File: config.mk
export PLATFORM = sky130hd
export DESIGN_NAME = curvature_drive_mixer
export DESIGN_NICKNAME = d
export VERILOG_FILES = /design/src/rtl/cdm_pkg.sv /design/src/rtl/curvature_drive_mixer.sv
export SDC_FILE = /design/constraint.sdc
export NUM_CORES = 2
export LEC_CHECK = 0
export BUFFER_PORTS_ARGS = -buffer_cell sky130_fd_sc_hd__buf_2
export CAP_MARGIN = 25
export CELL_PAD_IN_SITES_DETAIL_PLACEMENT = 1
export CELL_PAD_IN_SITES_GLOBAL_PLACEMENT = 1
export CORE_MARGIN = 5
export CORE_UTILIZATION = 45
export DETAILED_ROUTE_END_ITERATION = 16
export PLACE_DENSITY_LB_ADDON = 0.1
export RECOVER_POWER = 25
export SYNTH_ARGS = -nofsm -noshare
export SYNTH_HDL_FRONTEND = slang
export SYNTH_SLANG_ARGS = --single-unit
File: constraint.sdc
create_clock -name clk -period 12.33 [get_ports clk]
set_input_delay 1.8495 -clock clk [delete_from_list [all_inputs] [get_ports clk]]
set_output_delay 1.8495 -clock clk [all_outputs]
set_load 0.01 [all_outputs]
File: src/rtl/cdm_pkg.sv
`timescale 1ns / 1ps
package cdm_pkg;

  localparam int CFG_IDX_W  = 3;
  localparam int CFG_DATA_W = 16;

  typedef enum logic [CFG_IDX_W-1:0] {
    REG_DEADBAND     = 3'd0,
    REG_SLEW_STEP    = 3'd1,
    REG_TURN_NONLIN  = 3'd2,
    REG_INERTIA_GAIN = 3'd3,
    REG_TURN_SENS    = 3'd4
  } cfg_reg_t;

  localparam logic [14:0] DEADBAND_RST   = 15'd1638;
  localparam logic [14:0] SLEW_STEP_RST  = 15'd655;
  localparam logic [14:0] TURN_NONLIN_RST = 15'd21299;
  localparam logic [15:0] INERTIA_GAIN_RST = 16'd16384;
  localparam logic [15:0] TURN_SENS_RST  = 16'd4096;

  // pi/2 in Q2.30
  localparam longint HALF_PI_Q30 = 64'sd1686629713;

  localparam logic signed [17:0] OUT_MAX = 18'sd131071;
  localparam logic signed [23:0] ACC_MAX = 24'sh7FFFFF;
  localparam logic signed [23:0] ACC_MIN = 24'sh800000;
  localparam logic signed [23:0] ACC_ONE = 24'sd32768;

  function automatic logic signed [17:0] sat_out(input logic signed [32:0] v);
    logic signed [17:0] r;
    if (v > 33'(OUT_MAX)) begin
      r = OUT_MAX;
    end else if (v < -33'(OUT_MAX)) begin
      r = -OUT_MAX;
    end else begin
      r = 18'(v);
    end
    return r;
  endfunction

  function automatic logic signed [23:0] sat_acc(input logic signed [25:0] v);
    logic signed [23:0] r;
    if (v > 26'(ACC_MAX)) begin
      r = ACC_MAX;
    end else if (v < 26'(ACC_MIN)) begin
      r = ACC_MIN;
    end else begin
      r = 24'(v);
    end
    return r;
  endfunction

endpackage

File: src/rtl/curvature_drive_mixer.sv
`timescale 1ns / 1ps
// A shared multiplier and a bit-serial divider compute every sine term and remap quotient,
// so the block takes no new input until the result of the last one is parked.
// in_stall is high from transfer until the result is parked in the output register.
// Reset (rst_n, synchronous, active low) loads register defaults, clears history,
// the inertia accumulator and the output valid.
module curvature_drive_mixer #(
  parameter int FRAC_BITS       = 15,
  parameter int SINE_ITERATIONS = 16
) (
  input  logic                                  clk,
  input  logic                                  rst_n,
  input  logic                                  in_valid,
  output logic                                  in_stall,
  input  logic signed [15:0]                    in_throttle,
  input  logic signed [15:0]                    in_turn,
  output logic                                  out_valid,
  input  logic                                  out_stall,
  output logic signed [17:0]                    out_left_drive,
  output logic signed [17:0]                    out_right_drive,
  output logic                                  out_turning_in_place,
  input  logic                                  cfg_we,
  input  logic [cdm_pkg::CFG_IDX_W-1:0]         cfg_index,
  input  logic [cdm_pkg::CFG_DATA_W-1:0]        cfg_wdata
);

  // working width of the sine datapath: QF with headroom to +-8
  localparam int W   = FRAC_BITS + 4;
  localparam int MW  = (W > 26) ? W : 26;          // multiplier operand width
  localparam int PW  = 2 * MW;
  localparam int DW  = W + FRAC_BITS;              // divider dividend/quotient width
  localparam int CW  = $clog2(DW + 1);
  localparam int NW  = $clog2(SINE_ITERATIONS);
  localparam int DVW = $clog2(4 * SINE_ITERATIONS * SINE_ITERATIONS);
  localparam int UP  = (FRAC_BITS >= 15) ? FRAC_BITS - 15 : 0;
  localparam int DN  = (FRAC_BITS >= 15) ? 0 : 15 - FRAC_BITS;
  localparam logic signed [W-1:0] ONE     = W'(longint'(1) << FRAC_BITS);
  localparam logic signed [W-1:0] HALF_PI = W'(cdm_pkg::HALF_PI_Q30 >> (30 - FRAC_BITS));

  typedef enum logic [3:0] {
    S_IDLE, S_SIN_A, S_SIN_A2, S_SIN_T, S_DIV, S_SIN_NEXT,
    S_R_START, S_R_U, S_R_DONE, S_TAIL, S_IP, S_PWR, S_ANG1, S_ANG2, S_OUT
  } state_t;

  // which sine evaluation is running: the normalizer, then the two remap passes
  typedef enum logic [1:0] {PH_DEN, PH_P1, PH_P2} phase_t;

  // ---------------------------------------------------------------- config
  logic [14:0] deadband_r, slew_r, nonlin_r;
  logic [15:0] gain_r, sens_r;

  always_ff @(posedge clk) begin
    if (!rst_n) begin
      deadband_r <= cdm_pkg::DEADBAND_RST;
      slew_r     <= cdm_pkg::SLEW_STEP_RST;
      nonlin_r   <= cdm_pkg::TURN_NONLIN_RST;
      gain_r     <= cdm_pkg::INERTIA_GAIN_RST;
      sens_r     <= cdm_pkg::TURN_SENS_RST;
    end else if (cfg_we) begin
      case (cfg_index)
        cdm_pkg::REG_DEADBAND:     deadband_r <= cfg_wdata[14:0];
        cdm_pkg::REG_SLEW_STEP:    slew_r     <= cfg_wdata[14:0];
        cdm_pkg::REG_TURN_NONLIN:  nonlin_r   <= cfg_wdata[14:0];
        cdm_pkg::REG_INERTIA_GAIN: gain_r     <= cfg_wdata;
        cdm_pkg::REG_TURN_SENS:    sens_r     <= cfg_wdata;
        default: ;
      endcase
    end
  end

  // ---------------------------------------------------------------- registers
  state_t                  state_r, ret_r;
  phase_t                  phase_r;
  logic signed [15:0]      last_thr_r, last_turn_r;
  logic signed [23:0]      inertia_r;
  logic signed [17:0]      cmd_r;
  logic signed [16:0]      dturn_r;
  logic                    in_place_r;
  logic signed [W-1:0]     r_r, den_r, term_r, sum_r, a2_r;
  logic signed [16:0]      rq_r;
  logic signed [MW-1:0]    ma_r, mb_r;
  logic [NW-1:0]           n_r;
  logic [DVW-1:0]          dv_r;
  logic [DW-1:0]           dvd_r, quo_r;
  logic [W-1:0]            dsr_r, rem_r;
  logic [CW-1:0]           cnt_r;
  logic                    div_neg_r;
  logic signed [17:0]      res_left_r, res_right_r;
  logic                    out_valid_r;
  logic signed [17:0]      out_left_r, out_right_r;
  logic                    out_tip_r;

  // ---------------------------------------------------------------- combinational
  logic signed [PW-1:0]    prod;
  logic signed [W-1:0]     prod_f, prod_f_abs;
  logic signed [PW-1:0]    prod_15, prod_12;
  logic signed [31:0]      k_w, v_w, rq_w;
  logic signed [W-1:0]     k_qf, v_qf;
  logic signed [16:0]      thr17, trn17, athr, atrn;
  logic signed [17:0]      dth, cmd_in, slew1, slew2;
  logic                    in_place_in;
  logic signed [W-1:0]     tmag, term_new, sum_new, sum_abs, rmag, r_new;
  logic [W:0]              rem_sh;
  logic                    div_ge;
  logic signed [25:0]      inr_sum;
  logic signed [23:0]      inr_new;
  logic signed [17:0]      acmd;
  logic signed [31:0]      ang;

  assign prod       = PW'(ma_r) * PW'(mb_r);
  assign prod_f     = W'(prod >>> FRAC_BITS);
  assign prod_f_abs = (prod_f < 0) ? -prod_f : prod_f;
  assign prod_15    = prod >>> 15;
  assign prod_12    = prod >>> 12;

  // Q1.15 <-> QF conversions (floor when narrowing)
  assign k_w  = (32'($signed({1'b0, nonlin_r})) <<< UP) >>> DN;
  assign k_qf = W'(k_w);
  assign v_w  = (32'(in_turn) <<< UP) >>> DN;
  assign v_qf = W'(v_w);
  assign rq_w = (32'(r_r) <<< DN) >>> UP;

  // branch and slew decision at transfer
  always_comb begin
    thr17 = 17'(in_throttle);
    trn17 = 17'(in_turn);
    athr  = (thr17 < 0) ? -thr17 : thr17;
    atrn  = (trn17 < 0) ? -trn17 : trn17;
    dth   = 18'(in_throttle) - 18'(last_thr_r);
    slew1 = $signed({3'b000, slew_r});
    slew2 = $signed({2'b00, slew_r, 1'b0});
    in_place_in = (athr < $signed({2'b00, deadband_r})) &&
                  (atrn > $signed({2'b00, deadband_r}));
    if (in_place_in) begin
      cmd_in = '0;
    end else if (dth > slew1) begin
      cmd_in = 18'(last_thr_r) + slew1;
    end else if (dth < -slew2) begin
      cmd_in = 18'(last_thr_r) - slew2;
    end else begin
      cmd_in = 18'(in_throttle);
    end
  end

  // sine term and remap quotient from the divider
  always_comb begin
    tmag     = $signed(quo_r[W-1:0]);
    term_new = div_neg_r ? tmag : -tmag;
    sum_new  = sum_r + term_new;
    sum_abs  = (sum_new < 0) ? -sum_new : sum_new;
    rmag     = (quo_r > DW'(ONE)) ? ONE : $signed(quo_r[W-1:0]);
    r_new    = div_neg_r ? -rmag : rmag;
  end

  // one restoring divider step
  assign rem_sh = {rem_r, dvd_r[DW-1]};
  assign div_ge = (rem_sh >= {1'b0, dsr_r});

  // tail arithmetic in Q15
  always_comb begin
    inr_sum = 26'(inertia_r) + 26'(prod_12);
    inr_new = cdm_pkg::sat_acc(inr_sum);
    acmd    = (cmd_r < 0) ? -cmd_r : cmd_r;
    ang     = 32'(prod_12);
  end

  // ---------------------------------------------------------------- sequencer
  always_ff @(posedge clk) begin
    if (!rst_n) begin
      state_r     <= S_IDLE;
      ret_r       <= S_IDLE;
      phase_r     <= PH_DEN;
      out_valid_r <= 1'b0;
      last_thr_r  <= '0;
      last_turn_r <= '0;
      inertia_r   <= '0;
    end else begin
      // S_OUT handles its own transfer when it reloads the output register
      if (out_valid_r && !out_stall && (state_r != S_OUT)) begin
        out_valid_r <= 1'b0;
      end
      case (state_r)
        S_IDLE: begin
          if (in_valid) begin
            cmd_r       <= cmd_in;
            in_place_r  <= in_place_in;
            dturn_r     <= trn17 - 17'(last_turn_r);
            last_thr_r  <= in_throttle;
            last_turn_r <= in_turn;
            r_r         <= v_qf;
            phase_r     <= PH_DEN;
            // normalizer: u = k
            ma_r        <= MW'(k_qf);
            mb_r        <= MW'(HALF_PI);
            state_r     <= S_SIN_A;
          end
        end
        S_SIN_A: begin
          // a = u * pi/2
          term_r  <= prod_f;
          sum_r   <= prod_f;
          ma_r    <= MW'(prod_f);
          mb_r    <= MW'(prod_f);
          n_r     <= NW'(1);
          dv_r    <= DVW'(6);
          state_r <= S_SIN_A2;
        end
        S_SIN_A2: begin
          a2_r    <= prod_f;
          ma_r    <= MW'(term_r);
          mb_r    <= MW'(prod_f);
          state_r <= S_SIN_T;
        end
        S_SIN_T: begin
          // term * a^2, then divide by (2n)(2n+1)
          dvd_r     <= DW'(prod_f_abs) << FRAC_BITS;
          dsr_r     <= W'(dv_r);
          rem_r     <= '0;
          quo_r     <= '0;
          cnt_r     <= CW'(W);
          div_neg_r <= (prod_f < 0);
          ret_r     <= S_SIN_NEXT;
          state_r   <= S_DIV;
        end
        S_DIV: begin
          rem_r <= div_ge ? W'(rem_sh - {1'b0, dsr_r}) : rem_sh[W-1:0];
          quo_r <= {quo_r[DW-2:0], div_ge};
          dvd_r <= dvd_r << 1;
          cnt_r <= cnt_r - CW'(1);
          if (cnt_r == CW'(1)) begin
            state_r <= ret_r;
          end
        end
        S_SIN_NEXT: begin
          term_r <= term_new;
          sum_r  <= sum_new;
          n_r    <= n_r + NW'(1);
          dv_r   <= dv_r + (DVW'(n_r) << 3) + DVW'(6);
          if (n_r == NW'(SINE_ITERATIONS - 1)) begin
            if (phase_r == PH_DEN) begin
              den_r   <= sum_new;
              phase_r <= PH_P1;
              state_r <= S_R_START;
            end else begin
              // sin(..) * one / den, truncated toward zero
              dvd_r     <= DW'(sum_abs) << FRAC_BITS;
              dsr_r     <= den_r;
              rem_r     <= '0;
              quo_r     <= '0;
              cnt_r     <= CW'(DW);
              div_neg_r <= (sum_new < 0);
              ret_r     <= S_R_DONE;
              state_r   <= S_DIV;
            end
          end else begin
            ma_r    <= MW'(term_new);
            mb_r    <= MW'(a2_r);
            state_r <= S_SIN_T;
          end
        end
        S_R_START: begin
          // degenerate shaping leaves the turn unchanged
          if (den_r <= 0) begin
            state_r <= S_TAIL;
          end else begin
            ma_r    <= MW'(k_qf);
            mb_r    <= MW'(r_r);
            state_r <= S_R_U;
          end
        end
        S_R_U: begin
          ma_r    <= MW'(prod_f);
          mb_r    <= MW'(HALF_PI);
          state_r <= S_SIN_A;
        end
        S_R_DONE: begin
          r_r <= r_new;
          if (phase_r == PH_P1) begin
            phase_r <= PH_P2;
            state_r <= S_R_START;
          end else begin
            state_r <= S_TAIL;
          end
        end
        S_TAIL: begin
          rq_r <= 17'(rq_w);
          if (in_place_r) begin
            ma_r    <= MW'(17'(rq_w));
            mb_r    <= (rq_w < 0) ? MW'(-17'(rq_w)) : MW'(17'(rq_w));
            state_r <= S_IP;
          end else begin
            ma_r    <= MW'(dturn_r);
            mb_r    <= MW'($signed({1'b0, gain_r}));
            state_r <= S_PWR;
          end
        end
        S_IP: begin
          // signed square, inertia untouched
          res_left_r  <= 18'(prod_15);
          res_right_r <= -18'(prod_15);
          state_r     <= S_OUT;
        end
        S_PWR: begin
          inertia_r <= inr_new;
          ma_r      <= MW'(acmd);
          mb_r      <= MW'(26'(rq_r) + 26'(inr_new));
          state_r   <= S_ANG1;
        end
        S_ANG1: begin
          ma_r    <= MW'(prod_15);
          mb_r    <= MW'($signed({1'b0, sens_r}));
          state_r <= S_ANG2;
        end
        S_ANG2: begin
          res_left_r  <= cdm_pkg::sat_out(33'(cmd_r) + 33'(ang));
          res_right_r <= cdm_pkg::sat_out(33'(cmd_r) - 33'(ang));
          // decay by 1.0 toward zero
          if (inertia_r > cdm_pkg::ACC_ONE) begin
            inertia_r <= inertia_r - cdm_pkg::ACC_ONE;
          end else if (inertia_r < -cdm_pkg::ACC_ONE) begin
            inertia_r <= inertia_r + cdm_pkg::ACC_ONE;
          end else begin
            inertia_r <= '0;
          end
          state_r <= S_OUT;
        end
        S_OUT: begin
          // park in the output register once it is free
          if (!out_valid_r || !out_stall) begin
            out_left_r  <= res_left_r;
            out_right_r <= res_right_r;
            out_tip_r   <= in_place_r;
            out_valid_r <= 1'b1;
            state_r     <= S_IDLE;
          end
        end
        default: state_r <= S_IDLE;
      endcase
    end
  end

  assign in_stall             = (state_r != S_IDLE);
  assign out_valid            = out_valid_r;
  assign out_left_drive       = out_left_r;
  assign out_right_drive      = out_right_r;
  assign out_turning_in_place = out_tip_r;

endmodule
==> metrics.md <==
| Metric | Value |
|---|---|
| Synthesized-area fraction occupied by adder cells | `0.303` |
| Instance area after placement | `62,500 um2` |
| Top-level port count | `95` |
| DRC violation count after routing | `0` |
| Number of antenna violations at the first check in global routing | `10` |
| Clock Pin Slew Worst Setup and Hold Paths | `0.06 ns` |
| CTS tree | `built` |
| Final instance area | `65,000 um2` |
| Synthesized-area fraction occupied by xor and xnor cells | `0.0529` |
| Worst hold path type | `reg2reg` |
| Total of buffers placed on input and output ports | `94` |
| Row cnt | `133` |
| Syn nets | `7,685` |
| Number of max-slew violations in the final report | `414` |
| Final hold violation count | `0` |
| Synthesized instance count | `6,571` |
| Synthesized area per cell | `9.01 um2` |
| Global route total overflow | `0` |
| Yosys warning total | `0` |
| Initial Utilization | `0.451` |
| HPWL after detailed placement | `161,000 um` |
| Top Family by Delay on Critical Path | `adder cells` |
| Fraction of the mapped netlist area in simple logic gates | `0.177` |
| Critical path endpoint category | `flip-flop` |
| Critical-path cell with the highest stage delay | `sky130_fd_sc_hd__fa_1` |
| CTS root buffer | `sky130_fd_sc_hd__clkbuf_16` |
| Clock sink count | `526` |
| TritonCTS buffer count | `68` |
| Number of global-route vias before repair | `51,700` |
| Proportion of register bits with asynchronous set or reset after synthesis | `0` |
| Setup Viol. Count Final | `0` |
| Floorplan die area | `139,000 um2` |
| Sum of met3 wire segment lengths after detailed routing | `10,900 um` |
| Main combinational cell family by area after synthesis | `adder cells` |
| Vert. Die Dim | `373 um` |
| First-pass GRT wire length | `314,000 um` |
| Final estimated routing congestion in global placement | `0.923` |
| Clock period minus worst slack | `11.79 ns` |
| Routed WL per cell | `23.9 um` |
| Most instantiated flip-flop cell in the synthesis netlist | `sky130_fd_sc_hd__edfxtp_1` |
| Bufs on Longest Clock Path | `3` |
| Headroom to the max-slew limit | `-1.91` |
| Final Instance Count excl. Fillers | `8,464` |
| Maximum single-stage delay on the critical path | `0.58 ns` |
| Number of flops mapped to enable cells by yosys | `384` |
| Worst Tran Pin Value | `4.36 ns` |
| Final antenna-violating net count | `0` |
| Core ar. | `131,000 um2` |
| Top layer used by detailed routing | `met5` |
| Vias post-DR | `48,300` |
| Kind of start point of the critical path | `flip-flop` |
| Area used by multi-input combinational logic | `40,500 um2` |
| Cell seen most often among critical-path stages | `sky130_fd_sc_hd__fa_1` |
| Routed met2 length | `95,600 um` |
| Max Clock Skew | `0.0310 ns` |
| Worst path required time | `12.71 ns` |
| Largest fanout on the critical path | `18` |
| Area growth from synthesis to final layout | `9.78%` |
| Yosys cell types | `103` |
| Post-Route WL | `202,000 um` |
| Nets | `7,770` |
| GRT Util Overall | `0.288` |
| Violations in the final reports | `max-capacitance violations, max-slew violations` |
| Sequential element share of the synthesized area | `0.243` |
| Worst-skew pair later-pin latency | `0.64 ns` |
| Wire length on met1 | `88,500 um` |
| Area used by sequential logic in the layout | `14,400 um2` |
| Area of the mapped netlist | `59,200 um2` |
| TritonRoute pass-1 iters | `6` |
| Buffers & Inverters on Critical Path | `10` |
| Overall die width | `373 um` |
| First DRT Iteration DRCs | `3,640` |
| Vias per cell | `5.71` |
| Flip-flop and latch count after synthesis | `526` |
| Max-Cap Viols | `8` |
| Synth Area in Compound Gates | `0.138` |
| Cell count after placement | `8,327` |
| Final worst-path cycle share | `0.956` |
| Maximum number of pins on one net before global-route repair | `101` |
| Share of layout cells above drive strength 1 | `0.0757` |
| Number of H-tree branching levels | `3` |
| Run status | `finished with violations` |
| Achievable Freq | `0.0848 GHz` |
| Mux contribution to synthesized area | `0.0104` |
| Type of the worst setup path | `reg2reg` |
| Data arrival time of the worst path | `12.18 ns` |
| Filler Cell Count | `15,300` |
-- kinds of logic after synthesis --
family / Yosys count
AND/OR/NAND/NOR: 2156
AO/OA/AOI/OAI: 1224
buffers and inverters: 1193
adder cells (fa/ha/maj): 1058
flip-flops: 526
XOR/XNOR: 356
multiplexers: 58
-- registers in the layout (all words and copies together), names as in the netlist, 19 cells and up --
signal and count:
quo_r 34, a2_r 19, ma_r 26, rem_r 19, r_r 19, sum_r 19
inertia_r 24, term_r 19, den_r 19, dvd_r 19, mb_r 26, dsr_r 19
-- synth_stat cells, types with 39 or more instances --
| cell type | n | area [um2] |
|---|---|---|
| sky130_fd_sc_hd__a21boi_0 | 112 | 841 |
| sky130_fd_sc_hd__nor4_1 | 39 | 244 |
| sky130_fd_sc_hd__o21ai_0 | 234 | 1170 |
| sky130_fd_sc_hd__inv_1 | 898 | 3370 |
| sky130_fd_sc_hd__o21a_1 | 43 | 323 |
| sky130_fd_sc_hd__edfxtp_1 | 384 | 11500 |
| sky130_fd_sc_hd__nor2_1 | 322 | 1210 |
| sky130_fd_sc_hd__nand3_1 | 104 | 521 |
| sky130_fd_sc_hd__a31oi_1 | 44 | 275 |
| sky130_fd_sc_hd__xor2_1 | 115 | 1010 |
| sky130_fd_sc_hd__nor2b_1 | 54 | 338 |
| sky130_fd_sc_hd__o211ai_1 | 55 | 413 |
| sky130_fd_sc_hd__xnor2_1 | 240 | 2100 |
| sky130_fd_sc_hd__fa_1 | 628 | 12600 |
| sky130_fd_sc_hd__a21oi_1 | 275 | 1380 |
| sky130_fd_sc_hd__a21o_1 | 87 | 653 |
| sky130_fd_sc_hd__and2_1 | 430 | 2690 |
| sky130_fd_sc_hd__clkbuf_1 | 259 | 972 |
| sky130_fd_sc_hd__nand2b_1 | 56 | 350 |
| sky130_fd_sc_hd__ha_1 | 430 | 5380 |
| sky130_fd_sc_hd__nor3_1 | 101 | 505 |
| sky130_fd_sc_hd__dfxtp_1 | 142 | 2840 |
| sky130_fd_sc_hd__nand2_1 | 855 | 3210 |
-- cell type report --
| type | count | area share |
|---|---|---|
| clock inverters | 37 | 0.00570 |
| diodes | 1 | 0.0000385 |
| flip-flops and latches | 526 | 0.221 |
| clock buffers | 85 | 0.0285 |
| multi-input cells | 4852 | 0.624 |
| inverters | 909 | 0.0525 |
| repair buffers | 299 | 0.0343 |
| well taps | 1755 | 0.0338 |
-- stage by stage --
step	worst slack (ns)	hold slack (ns)	utilization	TNS [ns]
2_1_floorplan	0.407	0.400	-	0
3_3_place_gp	0.123	0.405	0.476	0
3_5_place_dp	-0.105	0.410	0.477	-0.314
4_1_cts	0.0965	0.425	0.494	0
5_1_grt	-0.0273	0.433	0.495	-0.0273
6_report	0.537	0.424	0.496	0
-- layout by cell type (no fill, tap or decap), types with 24 or more instances in the layout --
master / n
sky130_fd_sc_hd__a211oi_1: 31
sky130_fd_sc_hd__a21boi_0: 112
sky130_fd_sc_hd__a21o_1: 86
sky130_fd_sc_hd__a21oi_1: 269
sky130_fd_sc_hd__a31oi_1: 39
sky130_fd_sc_hd__and2_1: 414
sky130_fd_sc_hd__and3_1: 28
sky130_fd_sc_hd__buf_2: 91
sky130_fd_sc_hd__buf_4: 174
sky130_fd_sc_hd__clkbuf_1: 24
sky130_fd_sc_hd__clkbuf_16: 72
sky130_fd_sc_hd__dfxtp_1: 142
sky130_fd_sc_hd__edfxtp_1: 384
sky130_fd_sc_hd__fa_1: 627
sky130_fd_sc_hd__ha_1: 429
sky130_fd_sc_hd__inv_1: 898
sky130_fd_sc_hd__mux2i_1: 38
sky130_fd_sc_hd__nand2_1: 855
sky130_fd_sc_hd__nand2b_1: 56
sky130_fd_sc_hd__nand3_1: 104
sky130_fd_sc_hd__nand4_1: 35
sky130_fd_sc_hd__nor2_1: 317
sky130_fd_sc_hd__nor2b_1: 53
sky130_fd_sc_hd__nor3_1: 97
sky130_fd_sc_hd__nor4_1: 39
sky130_fd_sc_hd__o211ai_1: 55
sky130_fd_sc_hd__o21a_1: 42
sky130_fd_sc_hd__o21ai_0: 232
sky130_fd_sc_hd__o21ai_1: 39
sky130_fd_sc_hd__o21bai_1: 27
sky130_fd_sc_hd__o31ai_1: 25
sky130_fd_sc_hd__or3_1: 33
sky130_fd_sc_hd__xnor2_1: 238
sky130_fd_sc_hd__xor2_1: 114
-- path summary, 6_finish.rpt --
path | cells past startpoint | start | slack [ns] | end
max | 47 | ma_r[11] | 0.54 | mb_r[20]
min | 0 | res_right_r[10] | 0.42 | out_right_drive[10]
max reg2reg | 47 | ma_r[11] | 0.54 | mb_r[20]
min reg2reg | 0 | res_right_r[10] | 0.42 | out_right_drive[10]
-- routing by layer --
layer / track usage / up-vias
met2: 0.484 / 1210
met1: 0.390 / 24700
met4: 0.0878 / 4
met3: 0.0373 / 320
met5: 0 / -
li1: - / 22100
-- repair_timing --
item	in CTS	in global routing
hold buffers	0	0
setup endpoints to repair	5	10
resized for setup	6	26
buffers inserted	4	8
gates cloned	0	1
pin swaps	1	9
Power is not shown: default switching activity piles up to over one toggle a cycle in this logic, so the estimate is an artifact.
